==> config.mk <==
export PLATFORM = sky130hd
export DESIGN_NAME = seven_segment_scan_driver_flat
export DESIGN_NICKNAME = d
export VERILOG_FILES = /design/src/rtl/core/ssd_pkg.sv /design/src/rtl/core/ssd_value_if.sv /design/src/rtl/core/ssd_disp_if.sv /design/src/rtl/core/seven_segment_scan_driver.sv /design/src/flat_wrapper.sv
export SDC_FILE = /design/constraint.sdc
export NUM_CORES = 1
export LEC_CHECK = 0
export CORE_AREA = 2 2 77 79
export CTS_CLUSTER_SIZE = 12
export DETAILED_ROUTE_END_ITERATION = 6
export DIE_AREA = 0 0 79 81
export DONT_BUFFER_PORTS = 1
export PLACE_DENSITY = 0.83
export SYNTH_ARGS = -nofsm -noshare
export SYNTH_HDL_FRONTEND = slang
export SYNTH_SLANG_ARGS = --single-unit
==> constraint.sdc <==
create_clock -name clk -period 2.9 [get_ports clk]
set_clock_uncertainty 0.05 [all_clocks]
set_input_delay 0.145 -clock clk [delete_from_list [all_inputs] [get_ports clk]]
set_output_delay 0.145 -clock clk [all_outputs]
set_load 0.05 [all_outputs]
==> src/rtl/core/ssd_pkg.sv <==
// ----------------------------------------------------------------------------
// ssd_pkg
// shared types, widths and the segment table of the seven-segment scan driver
// ----------------------------------------------------------------------------
package ssd_pkg;

	localparam int VALUE_W     = 16;
	localparam int BASE_W      = 5;
	localparam int SEG_W       = 8;
	localparam int DIGIT_COUNT = 4;
	localparam int DIGIT_W     = 4;
	localparam int POS_W       = 2;
	localparam int STEP_W      = 4;

	localparam logic [BASE_W-1:0] BASE_MIN   = 5'd2;
	localparam logic [BASE_W-1:0] BASE_MAX   = 5'd16;
	localparam logic [BASE_W-1:0] BASE_RESET = 5'd16;

	// last division pass, its quotient is the top digit
	localparam logic [POS_W-1:0] LAST_PASS = 2'(DIGIT_COUNT - 2);
	localparam logic [POS_W-1:0] TOP_POS   = 2'(DIGIT_COUNT - 1);
	localparam logic [DIGIT_W-1:0] DIGIT_SAT = 4'hf;

	typedef enum logic [1:0] {
		ST_IDLE,
		ST_DIV,
		ST_OUT
	} ssd_state_t;

	typedef logic [VALUE_W-1:0] value_t;
	typedef logic [SEG_W-1:0] seg_t;
	typedef logic [DIGIT_COUNT-1:0] dig_en_t;

	// common-anode hex pattern, active low
	function automatic seg_t seg_lookup(input logic [DIGIT_W-1:0] digit);
		seg_t seg;
		case (digit)
			4'h0: seg = 8'hc0;
			4'h1: seg = 8'hf9;
			4'h2: seg = 8'ha4;
			4'h3: seg = 8'hb0;
			4'h4: seg = 8'h99;
			4'h5: seg = 8'h92;
			4'h6: seg = 8'h82;
			4'h7: seg = 8'hf8;
			4'h8: seg = 8'h80;
			4'h9: seg = 8'h90;
			4'ha: seg = 8'h88;
			4'hb: seg = 8'h83;
			4'hc: seg = 8'hc6;
			4'hd: seg = 8'ha1;
			4'he: seg = 8'h86;
			4'hf: seg = 8'h8e;
			default: seg = 8'hff;
		endcase
		return seg;
	endfunction

endpackage

==> src/rtl/core/ssd_value_if.sv <==
// ----------------------------------------------------------------------------
// ssd_value_if
// request channel carrying the value to display on each refresh tick
// ----------------------------------------------------------------------------
interface ssd_value_if;
	logic            valid;
	logic            ready;
	ssd_pkg::value_t display_value;

	modport source (output valid, output display_value, input ready);
	modport sink (input valid, input display_value, output ready);
endinterface

==> src/rtl/core/ssd_disp_if.sv <==
// ----------------------------------------------------------------------------
// ssd_disp_if
// result channel carrying segments, digit enable and overflow
// ----------------------------------------------------------------------------
interface ssd_disp_if;
	logic             valid;
	logic             ready;
	ssd_pkg::seg_t    segment_pattern;
	ssd_pkg::dig_en_t digit_enable;
	logic             overflow;

	modport source (output valid, output segment_pattern, output digit_enable,
		output overflow, input ready);
	modport sink (input valid, input segment_pattern, input digit_enable,
		input overflow, output ready);
endinterface

==> src/rtl/core/seven_segment_scan_driver.sv <==
// ----------------------------------------------------------------------------
// seven_segment_scan_driver
// four-digit multiplexed seven-segment driver with configurable number base
// ----------------------------------------------------------------------------
//
//  channel    dir   handshake      content
//  value_ch   in    valid/ready    display_value[15:0]
//  disp_ch    out   valid/ready    segment_pattern[7:0], digit_enable[3:0], overflow
//  cfg        in    cfg_we         cfg_wdata[4:0] = digit_base
//
// each request passes through the accept cycle, the shared restoring divider
// (three divisions by the base, one quotient bit per cycle) and the load of
// the output register
// reset clears the scan pointer, the sequencer and the output valid; the base
// returns to 16
// a stalled result waits in the output register while the next request is
// taken; the sequencer only stalls when a new result finds that register full
//
module seven_segment_scan_driver (
	input  logic                        clk,
	input  logic                        arst_n,
	input  logic                        cfg_we,
	input  logic [ssd_pkg::BASE_W-1:0]  cfg_wdata,
	ssd_value_if.sink                   value_ch,
	ssd_disp_if.source                  disp_ch
);
	import ssd_pkg::*;

	// control state
	ssd_state_t          state_q, state_d;
	logic [BASE_W-1:0]   base_cfg_q;
	logic [BASE_W-1:0]   base_q;
	logic [STEP_W-1:0]   step_q;
	logic [POS_W-1:0]    pass_q;
	logic [POS_W-1:0]    scan_q;
	logic [POS_W-1:0]    pos_q;
	logic                out_valid_q;

	// divider datapath: remainder and dividend/quotient shift register
	logic [BASE_W-1:0]   rem_q;
	value_t              quo_q;
	logic [DIGIT_W-1:0]  digit_q;
	logic                ovf_q;

	// output register payload
	seg_t                seg_out_q;
	dig_en_t             en_out_q;
	logic                ovf_out_q;

	logic [BASE_W:0]     rem_shift;
	logic                quo_bit;
	logic [BASE_W:0]     rem_diff;
	logic [BASE_W-1:0]   rem_next;
	value_t              quo_next;
	logic                last_step;
	logic                last_pass;
	logic                rest_ovf;
	logic                in_take;
	logic                out_load;
	logic [BASE_W-1:0]   base_eff;

	// clamp the configured base into 2..16
	always_comb begin
		if (base_cfg_q < BASE_MIN) begin
			base_eff = BASE_MIN;
		end else if (base_cfg_q > BASE_MAX) begin
			base_eff = BASE_MAX;
		end else begin
			base_eff = base_cfg_q;
		end
	end

	// one restoring division step: shift in the next dividend bit,
	// subtract the base when it fits
	always_comb begin
		rem_shift = {rem_q, quo_q[VALUE_W-1]};
		quo_bit   = rem_shift >= {1'b0, base_q};
		rem_diff  = rem_shift - {1'b0, base_q};
		rem_next  = quo_bit ? rem_diff[BASE_W-1:0] : rem_shift[BASE_W-1:0];
		quo_next  = {quo_q[VALUE_W-2:0], quo_bit};
		last_step = step_q == '1;
		last_pass = pass_q == LAST_PASS;
		// what is left after three divisions must fit in one digit
		rest_ovf  = quo_next >= VALUE_W'(base_q);
	end

	// sequencer: next state and handshake strobes
	always_comb begin
		state_d        = state_q;
		in_take        = 1'b0;
		out_load       = 1'b0;
		value_ch.ready = 1'b0;
		case (state_q)
			ST_IDLE: begin
				value_ch.ready = 1'b1;
				if (value_ch.valid) begin
					in_take = 1'b1;
					state_d = ST_DIV;
				end
			end
			ST_DIV: begin
				if (last_step && last_pass) begin
					state_d = ST_OUT;
				end
			end
			ST_OUT: begin
				// output register free or being drained this cycle
				if (!out_valid_q || disp_ch.ready) begin
					out_load = 1'b1;
					state_d  = ST_IDLE;
				end
			end
			default: begin
				state_d = ST_IDLE;
			end
		endcase
	end

	// control registers
	always_ff @(posedge clk or negedge arst_n) begin
		if (!arst_n) begin
			state_q     <= ST_IDLE;
			base_cfg_q  <= BASE_RESET;
			step_q      <= '0;
			pass_q      <= '0;
			scan_q      <= '0;
			out_valid_q <= 1'b0;
		end else begin
			state_q <= state_d;
			if (cfg_we) begin
				base_cfg_q <= cfg_wdata;
			end
			if (in_take) begin
				step_q <= '0;
				pass_q <= '0;
				scan_q <= scan_q + 2'd1;
			end else if (state_q == ST_DIV) begin
				step_q <= step_q + 4'd1;
				if (last_step) begin
					pass_q <= pass_q + 2'd1;
				end
			end
			if (out_load) begin
				out_valid_q <= 1'b1;
			end else if (disp_ch.ready) begin
				out_valid_q <= 1'b0;
			end
		end
	end

	// datapath registers
	always_ff @(posedge clk) begin
		if (in_take) begin
			base_q <= base_eff;
			pos_q  <= scan_q;
			rem_q  <= '0;
			quo_q  <= value_ch.display_value;
		end else if (state_q == ST_DIV) begin
			quo_q <= quo_next;
			// next pass divides the quotient, starting from a clear remainder
			rem_q <= last_step ? '0 : rem_next;
			if (last_step) begin
				if (pos_q == pass_q) begin
					digit_q <= rem_next[DIGIT_W-1:0];
				end
				if (last_pass) begin
					ovf_q <= rest_ovf;
					if (pos_q == TOP_POS) begin
						digit_q <= rest_ovf ? DIGIT_SAT : quo_next[DIGIT_W-1:0];
					end
				end
			end
		end
		if (out_load) begin
			seg_out_q <= seg_lookup(digit_q);
			en_out_q  <= dig_en_t'(1) << pos_q;
			ovf_out_q <= ovf_q;
		end
	end

	assign disp_ch.valid           = out_valid_q;
	assign disp_ch.segment_pattern = seg_out_q;
	assign disp_ch.digit_enable    = en_out_q;
	assign disp_ch.overflow        = ovf_out_q;

	// the digit enable names exactly one digit
	a_onehot_en: assert property (@(posedge clk) disable iff (!arst_n)
		disp_ch.valid |-> $onehot(disp_ch.digit_enable))
		else $error("digit enable not one-hot");

	// the divider remainder always stays below the base
	a_rem_range: assert property (@(posedge clk) disable iff (!arst_n)
		state_q == ST_DIV |-> rem_q < base_q)
		else $error("divider remainder out of range");

	// the block is busy for the cycle after taking a request
	a_busy: assert property (@(posedge clk) disable iff (!arst_n)
		value_ch.valid && value_ch.ready |=> !value_ch.ready)
		else $error("request taken while dividing");

	// an overflowing top digit shows F
	a_sat: assert property (@(posedge clk) disable iff (!arst_n)
		disp_ch.valid && disp_ch.overflow && disp_ch.digit_enable[TOP_POS]
		|-> disp_ch.segment_pattern == seg_lookup(DIGIT_SAT))
		else $error("overflowed top digit not saturated");

endmodule

==> src/flat_wrapper.sv <==
// flat-port wrapper written by rule: the top's interface ports become plain ports
module seven_segment_scan_driver_flat import ssd_pkg::*;
  (clk, arst_n, cfg_we, cfg_wdata, value_ch_valid, value_ch_display_value, value_ch_ready, disp_ch_valid, disp_ch_segment_pattern, disp_ch_digit_enable, disp_ch_overflow, disp_ch_ready);
  ssd_value_if value_ch_i ();
  ssd_disp_if disp_ch_i ();
  input  logic clk;
  input  logic arst_n;
  input  logic cfg_we;
  input  logic [ssd_pkg::BASE_W-1:0] cfg_wdata;
  input wire logic [$bits(value_ch_i.valid)-1:0] value_ch_valid;
  input wire logic [$bits(value_ch_i.display_value)-1:0] value_ch_display_value;
  output wire logic [$bits(value_ch_i.ready)-1:0] value_ch_ready;
  output wire logic [$bits(disp_ch_i.valid)-1:0] disp_ch_valid;
  output wire logic [$bits(disp_ch_i.segment_pattern)-1:0] disp_ch_segment_pattern;
  output wire logic [$bits(disp_ch_i.digit_enable)-1:0] disp_ch_digit_enable;
  output wire logic [$bits(disp_ch_i.overflow)-1:0] disp_ch_overflow;
  input wire logic [$bits(disp_ch_i.ready)-1:0] disp_ch_ready;
  assign value_ch_i.valid = value_ch_valid;
  assign value_ch_i.display_value = value_ch_display_value;
  assign value_ch_ready = value_ch_i.ready;
  assign disp_ch_valid = disp_ch_i.valid;
  assign disp_ch_segment_pattern = disp_ch_i.segment_pattern;
  assign disp_ch_digit_enable = disp_ch_i.digit_enable;
  assign disp_ch_overflow = disp_ch_i.overflow;
  assign disp_ch_i.ready = disp_ch_ready;
  seven_segment_scan_driver u_core (.clk(clk), .arst_n(arst_n), .cfg_we(cfg_we), .cfg_wdata(cfg_wdata), .value_ch(value_ch_i), .disp_ch(disp_ch_i));
endmodule
==> impl_metrics.json <==
{
  "status": "finished, final reports clean",
  "p_leak_nw": 1.55,
  "coreArea_um2": 5680,
  "postRouteAntennaNets": 0,
  "grt_pass1_wl_mm": 10.1,
  "grt_overflow_total": 0,
  "clock-sinks": 61,
  "fp.dieH_um": 81,
  "peakVddDrop_v": 0.000729,
  "synth_top_cells_by_count": "nand2_1, edfxtp_1, inv_1, ha_1, nor2_1",
  "netlist_top_cells_area": "edfxtp_1, dfrtp_1, ha_1, nand2_1, dfxtp_1",
  "dpl-instance-area_um2": 3180,
  "hpwl_mm": 3.94,
  "fillCellCount": 425,
  "route.detailed.drc": 0,
  "grt_pass1_vias": 2200,
  "ios": 41,
  "path_cells": "inv_1, ha_2, inv_2, fa_2, a21oi_2, a32oi_2, inv_2, ha_4, nand2b_4, a31oi_4, o2111ai_4, o32a_1",
  "antenna_cells": 0,
  "synth_nets": 327,
  "powerDensity_nw_per_um2": 921,
  "cts_buffers": 9,
  "max-cap-violations": 0,
  "clockRootBuffer": "clkbuf_8",
  "timing.final.crit_share_pct": 97.7,
  "tns_ps": 0,
  "timing.fmax_mhz": 353,
  "clk_latency_ps": 350,
  "syn_inst": 282,
  "slew_viol_final": 0,
  "worst-setup-path-type": "register to register",
  "crit_arrival_ps": 2880,
  "final.min_clock_period_ps": 2830,
  "multi_input_area_um2": 1320,
  "grt_antenna_before_repair": 0,
  "min_path_type": "input port to register",
  "synth.ff_latch_count": 61,
  "syn_area_per_cell_um2": 10.9,
  "tightest_slew_ps": 901,
  "ys_seq_area_share_pct": 55.6,
  "max_stage_delay_ps": 390,
  "cts.reportedPaths.clkPinSlew_ps": 70,
  "synth_cell_type_count": 47,
  "cts.htree.levels": 3,
  "drt_iter0_drc": 161,
  "power_mw": 3.41,
  "crit_path_end_kind": "register",
  "synthToLayoutAreaGrowth_pct": 20.8,
  "ys_warn_count": 0,
  "seqCellArea_um2": 1700,
  "startpoint_type": "register",
  "via_per_inst": 5.46,
  "drive_gt1_share_pct": 13.5,
  "cp.required_ps": 2950,
  "syn-cell-area_um2": 3060,
  "cts_tree": "done",
  "relSlewSlack_pct": 39.8,
  "io_buffers": 0,
  "cp_slowest_cell": "edfxtp_1",
  "die_x_um": 79,
  "wl_per_cell_um": 15.4,
  "dr.pass1.iters": 4,
  "rsz0062_at_grt": "true",
  "start_util_pct": 54.0,
  "netlist.area_leader.share_pct": 39.2,
  "cts_buffer_depth": 2,
  "rows": 28,
  "vias": 2195,
  "synthArstFlopShare_pct": 26.2,
  "synth_edf_count": 40,
  "cpMostUsedCell": "inv_2",
  "worstPathMaxFanout": 5,
  "track_usage_pct": 21.2,
  "final_util_pct": 65.2,
  "hold_viol_final": 0,
  "wl_mm": 6.20,
  "yosysMostFrequentCell": "nand2_1",
  "synth_top_flop_cell": "edfxtp_1",
  "grt_max_degree": 27,
  "yosys.area.top_type": "edfxtp_1",
  "finalSetupViolations": 0,
  "nets": 367,
  "die_area_um2": 6400,
  "fin_area_um2": 3700,
  "gp_congestion": 0.933
}
==> final cells by class <==
type / count / share of cell area [%]
well taps: 75 / 2.54
multi-input cells: 193 / 35.6
clock buffers: 11 / 3.82
flip-flops and latches: 61 / 46.0
inverters: 21 / 2.13
repair buffers: 36 / 9.20
clock inverters: 5 / 0.710
==> stage by stage <==
step	hold slack (ps)	setup WS, ps	cells
4_1_cts	130	16.4	400
5_1_grt	153	-97.5	402
6_report	150	66.8	402
3_5_place_dp	-200	-70.5	355
2_1_floorplan	-201	34.5	282
3_3_place_gp	-200	49.1	355
==> sequential cells by signal, indices dropped and copies added (netlist names), 4 cells and up <==
register	cells
u_core.step_q	4
u_core.digit_q	4
u_core.quo_q	16
u_core.rem_q	5
u_core.base_q	5
u_core.disp_ch.digit_enable	4
u_core.disp_ch.segment_pattern	7
u_core.base_cfg_q	5
==> report_power, final <==
part / switching [mW] / internal [mW]
logic: 0.678 / 0.608
clock network: 0.322 / 0.325
registers: 0.216 / 1.26
==> cells in the final DEF, fill, tap and decap left out, types with 2 or more instances in the layout <==
| cell | synthesis | layout |
|---|---|---|
| inv_1 | 20 | 19 |
| mux2i_1 | 4 | 4 |
| dfrtp_1 | 15 | 15 |
| nand2b_1 | 5 | 4 |
| inv_2 | 1 | 2 |
| xnor2_1 | 3 | 3 |
| nor4_1 | 3 | 3 |
| o211ai_1 | 3 | 3 |
| clkinv_2 | 0 | 3 |
| nand3_1 | 8 | 8 |
| o22ai_1 | 4 | 4 |
| o21ai_0 | 13 | 13 |
| dlygate4sd3_1 | 0 | 28 |
| a21oi_1 | 6 | 5 |
| nor3_1 | 3 | 3 |
| clkbuf_8 | 0 | 10 |
| nand2_1 | 56 | 56 |
| a22o_1 | 6 | 6 |
| nor2b_1 | 8 | 8 |
| xor2_1 | 2 | 2 |
| buf_4 | 1 | 8 |
| dfxtp_1 | 5 | 5 |
| a31oi_1 | 3 | 2 |
| nor3b_1 | 2 | 2 |
| nor2_1 | 16 | 16 |
| edfxtp_1 | 40 | 40 |
| ha_1 | 18 | 16 |
| o21bai_1 | 3 | 3 |
| and3_1 | 3 | 3 |
| mux2_2 | 7 | 7 |
==> critical path, delay by kind of cell, from the launching register on <==
family | cells | cell delay (ps)
compound gates | 5 | 1010
fa+ha+maj | 3 | 770
buf+inv | 3 | 230
flops | 1 | 390
simple gates | 1 | 140
==> worst paths after layout <==
kind | slack (ps) | cells past startpoint | start | end
max in group asynchronous | 2110 | 1 | arst_n | u_core.base_cfg_q[0]$_DFFE_PN0P_
worst min register to register | 390 | 0 | u_core.ovf_q$_DFFE_PP_ | u_core.disp_ch.overflow$_DFFE_PP_
min in group asynchronous | 240 | 1 | arst_n | u_core.scan_q[1]$_DFFE_PN0P_
worst min-delay path | 150 | 3 | value_ch_valid | u_core.scan_q[0]$_DFFE_PN0P_
worst max register to register | 70 | 12 | u_core.quo_q[15]$_DFFE_PP_ | u_core.digit_q[3]$_DFFE_PP_
worst max-delay path | 70 | 12 | u_core.quo_q[15]$_DFFE_PP_ | u_core.digit_q[3]$_DFFE_PP_
==> layer usage <==
layer	vias to the layer above	share of wire [%]	global-route usage (%)	wire length [µm]
met3	17	5.6	5.56	346
met1	1018	40	24.2	2470
met4	0	2.8	11.0	176
li1	1079	-	-	-
met5	-	0	0	0
met2	81	52	36.8	3210
==> repair_timing <==
action                     CTS  global route
pin swaps                    6             7
hold endpoints to repair    39             0
setup buffers                1             2
setup endpoints to repair    3             4
gates resized for setup      0             8
hold buffers                28             0
==> cell families (layout without fill, tap and decap cells) <==
logic type	Yosys count	after routing	share of synthesized area [%]
AND/OR/NAND/NOR	108	108	16.0
flip-flops	61	61	55.6
AO/OA/AOI/OAI	48	48	10.7
buffers and inverters	28	73	3.59
adder cells (fa/ha/maj)	19	19	8.00
multiplexers	12	12	4.61
XOR/XNOR	5	5	1.43
other	1	1	0.122
Note: power is estimated with default switching activity, not from simulation.
